$ cat src/pdl_pkg.sv
// ----------------------------------------------------------------------------
// pdl_pkg
// Shared types, constants and font tables for the pulse detrender and
// LED-matrix refresh block.
// ----------------------------------------------------------------------------
package pdl_pkg;

	localparam int          EWMA_SHIFT  = 5;
	localparam int          GRAPH_SHIFT = 13;
	localparam logic [15:0] DET_OFFSET  = 16'd32788;
	localparam logic [7:0]  PERIOD_RST  = 8'd10;
	localparam logic [7:0]  HR_MAX      = 8'd199;
	localparam logic [7:0]  HR_HUNDRED  = 8'd100;
	localparam logic [7:0]  HR_TWO_DIG  = 8'd99;
	localparam logic [7:0]  DIV10_MUL   = 8'd205;
	localparam int          DIV10_SHIFT = 11;

	localparam int QDEPTH = 4;
	localparam int QAW    = $clog2(QDEPTH);

	typedef enum logic [1:0] {
		KIND_BIG   = 2'd0,
		KIND_SMALL = 2'd1,
		KIND_ERR   = 2'd2,
		KIND_GRAPH = 2'd3
	} kind_t;

	typedef struct packed {
		logic [15:0] det;
		logic        refresh;
		kind_t       kind;
		logic [3:0]  tens;
		logic [3:0]  units;
		logic [63:0] frame;
	} job_t;

	localparam logic [63:0] GLYPH_ERROR   = 64'hF8A8883820003820;
	localparam logic [15:0] GLYPH_HUNDRED = 16'hF800;

	function automatic logic [7:0] big_col(input logic [3:0] d, input logic [1:0] c);
		logic [31:0] g;
		case (d)
			4'd0: g = 32'h7C82827C;
			4'd1: g = 32'h0042FE02;
			4'd2: g = 32'h468A9262;
			4'd3: g = 32'h4482926C;
			4'd4: g = 32'h182848FE;
			4'd5: g = 32'hE4A2A29C;
			4'd6: g = 32'h7C92924C;
			4'd7: g = 32'h808080FE;
			4'd8: g = 32'h6C92926C;
			4'd9: g = 32'h6492927C;
			default: g = 32'h0;
		endcase
		return g[31 - 8 * c -: 8];
	endfunction

	function automatic logic [7:0] small_col(input logic [3:0] d, input logic [1:0] c);
		logic [23:0] g;
		logic [7:0]  r;
		case (d)
			4'd0: g = 24'hF888F8;
			4'd1: g = 24'h00F800;
			4'd2: g = 24'hB8A8E8;
			4'd3: g = 24'h88A8F8;
			4'd4: g = 24'hE020F8;
			4'd5: g = 24'hE8A8B8;
			4'd6: g = 24'hF8A8B8;
			4'd7: g = 24'h8080F8;
			4'd8: g = 24'hF8A8F8;
			4'd9: g = 24'hE0A0F8;
			default: g = 24'h0;
		endcase
		case (c)
			2'd0: r = g[23:16];
			2'd1: r = g[15:8];
			2'd2: r = g[7:0];
			default: r = 8'h00;
		endcase
		return r;
	endfunction

endpackage

$ cat src/pulse_detrend_led_matrix_display.sv
// ----------------------------------------------------------------------------
// pulse_detrend_led_matrix_display
// Pulse sample detrender with periodic LED-matrix column refresh.
// ----------------------------------------------------------------------------
//  channel  | handshake      | payload
//  ---------+----------------+---------------------------------------------
//  input    | push / full    | sample_value, graph_mode, heart_rate
//  result   | pop / empty    | detrended, display_write, column_register,
//           |                | column_bits, last
//  config   | cfg_we         | cfg_wdata (display_period)
//
//  A sample is taken every cycle while the job queue has room; the back end
//  emits one result per cycle unless the result port stalls, so a plain sample
//  gives one result and a refresh sample eight. A result passes through
//  the job queue and the output register before it appears. Reset clears
//  baseline, scroll columns and queue; the countdown and period go to 10.
//  full rises when the four-entry queue fills behind a stalled result port.
// ----------------------------------------------------------------------------
module pulse_detrend_led_matrix_display (
	input  logic              clk,
	input  logic              arst_n,
	input  logic              cfg_we,
	input  logic [7:0]        cfg_wdata,
	input  logic              push,
	output logic              full,
	input  logic [15:0]       sample_value,
	input  logic              graph_mode,
	input  logic signed [8:0] heart_rate,
	output logic              empty,
	input  logic              pop,
	output logic [15:0]       detrended,
	output logic              display_write,
	output logic [3:0]        column_register,
	output logic [7:0]        column_bits,
	output logic              last
);

	pdl_pkg::job_t new_job;
	pdl_pkg::job_t head;
	logic          accept;
	logic          q_full;
	logic          q_empty;
	logic          q_rd;

	assign full   = q_full;
	assign accept = push && !q_full;

	pdl_front u_front (
		.clk          (clk),
		.arst_n       (arst_n),
		.cfg_we       (cfg_we),
		.cfg_wdata    (cfg_wdata),
		.accept       (accept),
		.sample_value (sample_value),
		.graph_mode   (graph_mode),
		.heart_rate   (heart_rate),
		.job          (new_job)
	);

	pdl_queue u_queue (
		.clk     (clk),
		.arst_n  (arst_n),
		.wr      (accept),
		.wr_job  (new_job),
		.rd      (q_rd),
		.head    (head),
		.q_full  (q_full),
		.q_empty (q_empty)
	);

	pdl_back u_back (
		.clk             (clk),
		.arst_n          (arst_n),
		.head            (head),
		.q_empty         (q_empty),
		.q_rd            (q_rd),
		.pop             (pop),
		.empty           (empty),
		.detrended       (detrended),
		.display_write   (display_write),
		.column_register (column_register),
		.column_bits     (column_bits),
		.last            (last)
	);

endmodule

$ cat src/pdl_front.sv
// ----------------------------------------------------------------------------
// pdl_front
// Takes samples, tracks the baseline and refresh count, scrolls the graph
// columns and classifies each transaction into a job for the back end.
// ----------------------------------------------------------------------------
module pdl_front (
	input  logic               clk,
	input  logic               arst_n,
	input  logic               cfg_we,
	input  logic [7:0]         cfg_wdata,
	input  logic               accept,
	input  logic [15:0]        sample_value,
	input  logic               graph_mode,
	input  logic signed [8:0]  heart_rate,
	output pdl_pkg::job_t      job
);

	logic [7:0]  period_q;
	logic [15:0] baseline_q;
	logic [7:0]  count_q;
	logic [7:0]  scroll_q [8];
	logic [7:0]  scroll_n [8];

	logic [15:0] base_n;
	logic [15:0] det;
	logic [7:0]  count_n;
	logic        refresh;
	logic        hr_err;
	logic        hr_hi;
	logic [6:0]  dval;
	logic [14:0] prod;
	logic [3:0]  tens;
	logic [6:0]  rem;

	assign base_n  = baseline_q + (sample_value >> pdl_pkg::EWMA_SHIFT)
			- (baseline_q >> pdl_pkg::EWMA_SHIFT);
	assign det     = sample_value + pdl_pkg::DET_OFFSET - base_n;
	assign count_n = count_q - 8'd1;
	assign refresh = (count_n == 8'd0);

	assign hr_err = heart_rate[8] || (heart_rate[7:0] > pdl_pkg::HR_MAX);
	assign hr_hi  = heart_rate[7:0] > pdl_pkg::HR_TWO_DIG;
	assign dval   = hr_hi ? 7'(heart_rate[7:0] - pdl_pkg::HR_HUNDRED) : heart_rate[6:0];
	assign prod   = 15'(dval) * 15'(pdl_pkg::DIV10_MUL);
	assign tens   = 4'(prod >> pdl_pkg::DIV10_SHIFT);
	assign rem    = dval - ({3'b000, tens} << 3) - ({3'b000, tens} << 1);

	always_comb begin
		for (int k = 0; k < 7; k++) begin
			scroll_n[k] = scroll_q[k + 1];
		end
		scroll_n[7] = 8'b1 << det[15:pdl_pkg::GRAPH_SHIFT];
	end

	always_comb begin
		job.det     = det;
		job.refresh = refresh;
		job.tens    = tens;
		job.units   = rem[3:0];
		if (graph_mode) begin
			job.kind = pdl_pkg::KIND_GRAPH;
		end else if (hr_err) begin
			job.kind = pdl_pkg::KIND_ERR;
		end else if (hr_hi) begin
			job.kind = pdl_pkg::KIND_SMALL;
		end else begin
			job.kind = pdl_pkg::KIND_BIG;
		end
		for (int k = 0; k < 8; k++) begin
			job.frame[8 * k +: 8] = scroll_n[k];
		end
	end

	always_ff @(posedge clk or negedge arst_n) begin
		if (!arst_n) begin
			period_q   <= pdl_pkg::PERIOD_RST;
			baseline_q <= '0;
			count_q    <= pdl_pkg::PERIOD_RST;
			for (int k = 0; k < 8; k++) begin
				scroll_q[k] <= '0;
			end
		end else begin
			if (cfg_we) begin
				period_q <= cfg_wdata;
			end
			if (accept) begin
				baseline_q <= base_n;
				count_q    <= refresh ? period_q : count_n;
				if (refresh && graph_mode) begin
					for (int k = 0; k < 8; k++) begin
						scroll_q[k] <= scroll_n[k];
					end
				end
			end
		end
	end

endmodule

$ cat src/pdl_queue.sv
// ----------------------------------------------------------------------------
// pdl_queue
// Short job queue between the front and back ends.
// ----------------------------------------------------------------------------
module pdl_queue (
	input  logic          clk,
	input  logic          arst_n,
	input  logic          wr,
	input  pdl_pkg::job_t wr_job,
	input  logic          rd,
	output pdl_pkg::job_t head,
	output logic          q_full,
	output logic          q_empty
);

	pdl_pkg::job_t            mem_q [pdl_pkg::QDEPTH];
	logic [pdl_pkg::QAW-1:0]  wp_q;
	logic [pdl_pkg::QAW-1:0]  rp_q;
	logic [pdl_pkg::QAW:0]    cnt_q;

	assign q_full  = (cnt_q == (pdl_pkg::QAW+1)'(pdl_pkg::QDEPTH));
	assign q_empty = (cnt_q == '0);
	assign head    = mem_q[rp_q];

	always_ff @(posedge clk) begin
		if (wr) begin
			mem_q[wp_q] <= wr_job;
		end
	end

	always_ff @(posedge clk or negedge arst_n) begin
		if (!arst_n) begin
			wp_q  <= '0;
			rp_q  <= '0;
			cnt_q <= '0;
		end else begin
			if (wr) begin
				wp_q <= wp_q + 1'b1;
			end
			if (rd) begin
				rp_q <= rp_q + 1'b1;
			end
			if (wr && !rd) begin
				cnt_q <= cnt_q + 1'b1;
			end else if (rd && !wr) begin
				cnt_q <= cnt_q - 1'b1;
			end
		end
	end

endmodule

$ cat src/pdl_back.sv
// ----------------------------------------------------------------------------
// pdl_back
// Expands each job into one or eight results and holds them in an output
// register until popped.
// ----------------------------------------------------------------------------
module pdl_back (
	input  logic          clk,
	input  logic          arst_n,
	input  pdl_pkg::job_t head,
	input  logic          q_empty,
	output logic          q_rd,
	input  logic          pop,
	output logic          empty,
	output logic [15:0]   detrended,
	output logic          display_write,
	output logic [3:0]    column_register,
	output logic [7:0]    column_bits,
	output logic          last
);

	logic [2:0] col_q;
	logic       ovalid_q;
	logic       advance;
	logic       gen_last;
	logic [7:0] col_bits;

	always_comb begin
		case (head.kind)
			pdl_pkg::KIND_GRAPH: col_bits = head.frame[8 * col_q +: 8];
			pdl_pkg::KIND_ERR:   col_bits = pdl_pkg::GLYPH_ERROR[63 - 8 * col_q -: 8];
			pdl_pkg::KIND_BIG: begin
				if (!col_q[2]) begin
					col_bits = pdl_pkg::big_col(head.tens, col_q[1:0]);
				end else begin
					col_bits = pdl_pkg::big_col(head.units, col_q[1:0]);
				end
			end
			default: begin
				case (col_q)
					3'd0: col_bits = pdl_pkg::GLYPH_HUNDRED[15:8];
					3'd1: col_bits = pdl_pkg::GLYPH_HUNDRED[7:0];
					3'd2: col_bits = pdl_pkg::small_col(head.tens, 2'd0);
					3'd3: col_bits = pdl_pkg::small_col(head.tens, 2'd1);
					3'd4: col_bits = pdl_pkg::small_col(head.tens, 2'd2);
					3'd5: col_bits = pdl_pkg::small_col(head.units, 2'd0);
					3'd6: col_bits = pdl_pkg::small_col(head.units, 2'd1);
					default: col_bits = pdl_pkg::small_col(head.units, 2'd2);
				endcase
			end
		endcase
	end

	assign gen_last = !head.refresh || (col_q == 3'd7);
	assign advance  = !q_empty && (!ovalid_q || pop);
	assign q_rd     = advance && gen_last;
	assign empty    = !ovalid_q;

	always_ff @(posedge clk) begin
		if (advance) begin
			detrended       <= head.det;
			display_write   <= head.refresh;
			column_register <= head.refresh ? 4'd8 - {1'b0, col_q} : 4'd0;
			column_bits     <= head.refresh ? col_bits : 8'd0;
			last            <= gen_last;
		end
	end

	always_ff @(posedge clk or negedge arst_n) begin
		if (!arst_n) begin
			col_q    <= '0;
			ovalid_q <= 1'b0;
		end else begin
			if (advance) begin
				ovalid_q <= 1'b1;
				col_q    <= gen_last ? 3'd0 : col_q + 3'd1;
			end else if (pop) begin
				ovalid_q <= 1'b0;
			end
		end
	end

endmodule
$ cat config.mk
export PLATFORM = sky130hd
export DESIGN_NAME = pulse_detrend_led_matrix_display
export DESIGN_NICKNAME = d
export VERILOG_FILES = /design/src/pdl_pkg.sv /design/src/pulse_detrend_led_matrix_display.sv /design/src/pdl_front.sv /design/src/pdl_queue.sv /design/src/pdl_back.sv
export SDC_FILE = /design/constraint.sdc
export NUM_CORES = 1
export LEC_CHECK = 0
export ABC_CLOCK_PERIOD_IN_PS = 12000
export BUFFER_PORTS_ARGS = -buffer_cell sky130_fd_sc_hd__buf_2
export CELL_PAD_IN_SITES_DETAIL_PLACEMENT = 1
export CELL_PAD_IN_SITES_GLOBAL_PLACEMENT = 2
export CORE_AREA = 2 2 261 263
export CTS_CLUSTER_DIAMETER = 200
export CTS_CLUSTER_SIZE = 25
export DETAILED_ROUTE_END_ITERATION = 7
export DIE_AREA = 0 0 263 265
export PLACE_DENSITY = 0.67
export SLEW_MARGIN = 10
export SYNTH_ARGS = -nofsm -noshare
export SYNTH_HDL_FRONTEND = slang
export SYNTH_SLANG_ARGS = --single-unit
$ cat constraint.sdc
create_clock -name clk -period 12 [get_ports clk]
set_input_delay 0.6 -clock clk [delete_from_list [all_inputs] [get_ports clk]]
set_output_delay 0.6 -clock clk [all_outputs]
set_load 0.005 [all_outputs]
After elaboration in Yosys (flattened, before gate mapping)
Memory sizes are Yosys's and may differ from the RTL's.
Index checks and enable logic that the tools add are counted.
W data, S select, Z words.
- register bits: 129
- bits in writable memories: 364
- memory bits (read-only): 2304
- word-level logic and storage cells: 104
- memories: 9
- add/subtract/negate cells: 16
- $mul: 1
- order comparisons: 2
- equal/unequal tests: 10
- shifts and indexed selects: 5
- multiplexer cells: 19
- reductions and logical operators: 22
- memory list (memory ; depth ; bits a word ; read ports ; clocked after memory_dff ; wr ports ; RTL line ; source):
    (no name shown) ; 16 ; 27 ; 1 ; 0 ; 0 ; pdl_pkg.sv:42 ; case (d)
    (no name shown) ; 16 ; 27 ; 1 ; 0 ; 0 ; pdl_pkg.sv:42 ;
    u_queue.mem_q ; 4 ; 91 ; 1 ; 0 ; 1 ; pdl_queue.sv:16 ; pdl_pkg::job_t mem_q [pdl_pkg::QDEPTH];
    (no name shown) ; 16 ; 15 ; 1 ; 0 ; 0 ; pdl_pkg.sv:61 ; case (d)
    (no name shown) ; 16 ; 15 ; 1 ; 0 ; 0 ; pdl_pkg.sv:61 ;
    (no name shown) ; 16 ; 15 ; 1 ; 0 ; 0 ; pdl_pkg.sv:61 ;
    3 more memories ; n/a ; n/a ; n/a ; n/a ; n/a ; n/a ;
- operator list (kind ; number):
    $mux W32 ; 4
    $shiftx A39 B33 Y8 ; 2
    $shiftx A71 B33 Y8 const A ; 1
    $shiftx A64 B7 Y8 ; 1
    $pmux W8 S7 ; 1
    $pmux W8 S3 ; 1
    $add A16 B11 Y16 ; 1
    $add A16 B16 Y16 const B ; 1
    $mux W8 ; 2
    $sub A16 B11 Y16 ; 1
    $sub A16 B16 Y16 ; 1
    $eq A3 B3 Y1 const B ; 5
    $mul A7 B8 Y15 const B ; 1
    $mux W3 ; 3
    $gt A8 B7 Y1 const B ; 1
    $gt A8 B8 Y1 const B ; 1
    $logic_not A8 Y1 ; 1
    $shl A1 B3 Y8 const A ; 1
    $sub A4 B4 Y4 ; 2
    $sub A8 B1 Y8 const B ; 1
    $mux W7 ; 1
    $sub A6 B6 Y7 const A ; 1
    $sub A7 B7 Y7 const B ; 1
    $add A3 B1 Y3 const B ; 2
    other kinds (16) ; 38

Longest topological paths before layout
- depth in word-level cells: 7
- mapped depth: 26
- gate-level depth less buffers: 26

By module
From an unflattened synthesis, not the netlist that was laid out.
- cells, all modules: 1623
- area total of the unflattened synthesis: 23496.3 um^2
- modules (own cells, without submodules) (module ; instances ; cells an instance ; area each (um^2) ; seq. area each (um^2)):
    pdl_queue ; 1 ; 509 ; 13524.2 ; 11105.7
    pdl_front ; 1 ; 762 ; 6677.7 ; 2207.1
    pdl_back ; 1 ; 351 ; 3280.6 ; 1001.0
    pulse_detrend_led_matrix_display ; 1 ; 1 ; 13.8 ; 0.0

Worst setup path before layout
No wires, ideal clock.
- path type: input to register
- start point: in heart_rate[2]
- end point: mem u_queue.mem_q[0][67] (netlist name), data pin
- setup time: 0.278 ns
- arrival: 5.347 ns
- data required time: 11.722 ns
- slack: 6.376 ns
- cell stages on the path: 23
- path buffers: 0
- path through: inv_1 -> ha_1 -> nand2b_1 -> a21o_1 -> nand2_1 -> xnor2_1 -> ha_1 -> ha_1 -> fa_1 -> inv_1 -> fa_1 -> inv_1 -> ha_1 -> and3_1 -> a2111oi_0 -> o221ai_1 -> nor2_1 -> nor2b_1 -> nor2_1 -> xnor2_1 -> ha_1 -> xor2_1 -> xnor3_1
- RTL lines (element ; RTL line ; source):
    from (decl) ; pulse_detrend_led_matrix_display.sv:28 ; input logic signed [8:0] heart_rate,
    to (decl) ; pdl_queue.sv:16 ;

==> results_dict.tcl <==
set metrics [dict create \
    status "complete, no violations" \
    synth.top_cell.area_share 0.510 \
    n_antenna_cell 0 \
    die_h_um 265 \
    num_vias 12727 \
    cts_tree "yes" \
    synth_cell_types 75 \
    setup_viol 0 \
    post_cts_buffers 0 \
    finalSetupTns_ns 0 \
    worst_pin_slew_ns 0.954 \
    fmax_ghz 0.168 \
    crit_top_cell "ha_1" \
    synth_flop_cell "edfxtp_1" \
    drt-initial-drc-count 722 \
    start_kind "input port" \
    critPathKind "input port to flip-flop" \
    core-area_um2 66800 \
    ant_nets 0 \
    synth_top_area_cell "edfxtp_1" \
    synth_area_per_cell_um2 15.2 \
    start_util 0.348 \
    cap_violations 0 \
    cts_resized 0 \
    cts_sinks 493 \
    overflow 0 \
    netlist_instances 1523 \
    die_w_um 263 \
    row_count 95 \
    grt_setup_unrepaired "no" \
    route.detailed.drc 0 \
    grt_pass1_vias 14005 \
    wire_per_inst_um 20.7 \
    fin_skew_ns 0.0319 \
    totalWireLength_um 51100 \
    portBuffers 70 \
    cts_htree_levels 1 \
    slew_violations 0 \
    area_delta_synth_final_pct 8.49 \
    vias_per_cell 5.16 \
    required_ns 12.30 \
    insertion_delay_ns 0.58 \
    first_pass_iters 5 \
    slew_headroom 0.363 \
    hpwlAfterDp_um 33600 \
    synth.area.top_cells "edfxtp_1, mux4_2, dfrtp_1" \
    synth_seq_cells 493 \
    grt_max_degree 59 \
    hold_path_class "input port to async pin" \
    cts_buffers 23 \
    clkTransAtPathRegs_ns 0.12 \
    period_needed_ns 5.97 \
    slowest_stage "fa_1" \
    root_buffer "clkbuf_16" \
    die-area_um2 69700 \
    hold_viol 0 \
    nets 1749 \
    syn_nets 1696 \
    synth_warnings 0 \
    ys_seq_area_frac 0.616 \
    postCtsHoldBufs 0 \
    fin_crit_sh 0.497 \
    clk_path_buf_depth 3 \
    grt_pass1_wl_um 81900 \
    synth-edff-count 394 \
    critPathMaxStageDelay_ns 0.53 \
    track_usage 0.148 \
    drive_above_1_share 0.193 \
    netlist_area_um2 23200 \
    antenna_found_initial 1 \
    async_flop_share 0.201 \
    place_congestion 0.808 \
    arrival_ns 6.26 \
    crit_path_max_fanout 6 \
    worstSetupEndpointType "flip-flop" \
    ios 71 \
]
## cells by family (layout without fill, tap and decap cells)
| kind of cell | after synthesis | after routing | share of synthesized area |
|---|---|---|---|
| DFF | 493 | 493 | 0.616 |
| muxes | 180 | 180 | 0.138 |
| adders and majority gates | 134 | 134 | 0.0790 |
| buffers and inverters | 163 | 232 | 0.0290 |
| and+or+nand+nor | 270 | 270 | 0.0548 |
| xor gates and xnor gates | 50 | 50 | 0.0198 |
| AOI/OAI and AO/OA | 233 | 233 | 0.0631 |
## critical path, delay by kind of cell
kind | cells | cell delay [ns]
AOI/OAI and AO/OA | 4 | 1.03
xor gates and xnor gates | 4 | 1.20
adders and majority gates | 7 | 2.38
and+or+nand+nor | 6 | 0.71
buffers and inverters | 4 | 0.31
## metrics by stage
step / setup WS, ns / util / hold slack (ns) / instance area, um2 / std cells
final: 6.03 / 0.377 / 0.0982 / 25200 / 2465
after floorplan: 6.38 / - / 0.304 / 23200 / 1523
after global placement: 5.48 / 0.367 / 0.477 / 24500 / 2424
after global routing: 5.55 / 0.377 / 0.132 / 25200 / 2465
after CTS: 5.95 / 0.377 / 0.116 / 25200 / 2465
after detailed placement: 5.35 / 0.367 / 0.488 / 24500 / 2424
## layer usage
| metal | up-vias | part of all wire | GRT usage |
|---|---|---|---|
| li1 | 5877 | - | - |
| met1 | 6681 | 0.46 | 0.198 |
| met2 | 126 | 0.50 | 0.262 |
| met3 | 43 | 0.030 | 0.0187 |
| met4 | 0 | 0.014 | 0.0267 |
| met5 | - | 0 | 0 |
## path summary, 6_finish.rpt
path,start,end,slack (ns),cells after the start
worst min-delay path,arst_n,u_back.col_q[1]$_DFFE_PN0P_,0.1,1
worst max-delay path,heart_rate[2],u_queue.mem_q[0][67]$_DFFE_PP_,6.03,25
min in group clk,pop,u_back.ovalid_q$_DFFE_PN0P_,0.23,2
worst min register to register,u_queue.cnt_q[2]$_DFFE_PN0P_,u_queue.cnt_q[2]$_DFFE_PN0P_,0.50,1
worst max register to register,u_front.baseline_q[6]$_DFFE_PN0P_,u_queue.mem_q[3][57]$_DFFE_PP_,6.14,20
max in group asynchronous,arst_n,u_queue.rp_q[0]$_DFFE_PN0P_,10.53,2
## flip-flops by register name, indices dropped and copies added (netlist names)
signal / flops
u_queue.mem_q: 364
u_front.job: 56
u_back.detrended: 16
u_front.baseline_q: 16
u_back.column_bits: 8
u_front.count_q: 8
u_front.period_q: 8
u_back.column_register: 4
u_back.col_q: 3
u_queue.cnt_q: 3
u_queue.rp_q: 2
u_queue.wp_q: 2
u_back.display_write: 1
u_back.last: 1
u_back.ovalid_q: 1
## cell type report
cell class,count,area [um2]
inverters,105,397
flip-flops and latches,493,14300
repair buffers,86,473
clock buffers,40,639
fillers,6866,41600
well taps,873,1090
clock inverters,1,8.76
multi-input cells,867,8260
## synthesized netlist by cell type, types with 8 or more instances
library cell	n
a211oi_1	8
a21o_1	12
a21oi_1	67
a31oi_1	12
and2_1	10
buf_2	20
clkbuf_1	25
dfrtp_1	95
edfxtp_1	394
fa_1	21
ha_1	113
inv_1	100
mux2_2	60
mux2i_1	14
mux4_2	106
nand2_1	85
nand2b_1	13
nand3_1	24
nor2_1	69
nor2b_1	8
nor3_1	34
o21ai_0	68
xnor2_1	34
xor2_1	14
## cells in the final DEF (no fill, tap or decap), types with 60 or more instances in the layout
| cell type | netlist | layout |
|---|---|---|
| ha_1 | 113 | 113 |
| buf_2 | 20 | 69 |
| mux2_2 | 60 | 60 |
| a21oi_1 | 67 | 66 |
| dfrtp_1 | 95 | 92 |
| inv_1 | 100 | 100 |
| nor2_1 | 69 | 69 |
| o21ai_0 | 68 | 68 |
| nand2_1 | 85 | 85 |
| mux4_2 | 106 | 106 |
| edfxtp_1 | 394 | 394 |
Power is not shown: default switching activity piles up to over one toggle a cycle in this logic, so the estimate is an artifact.
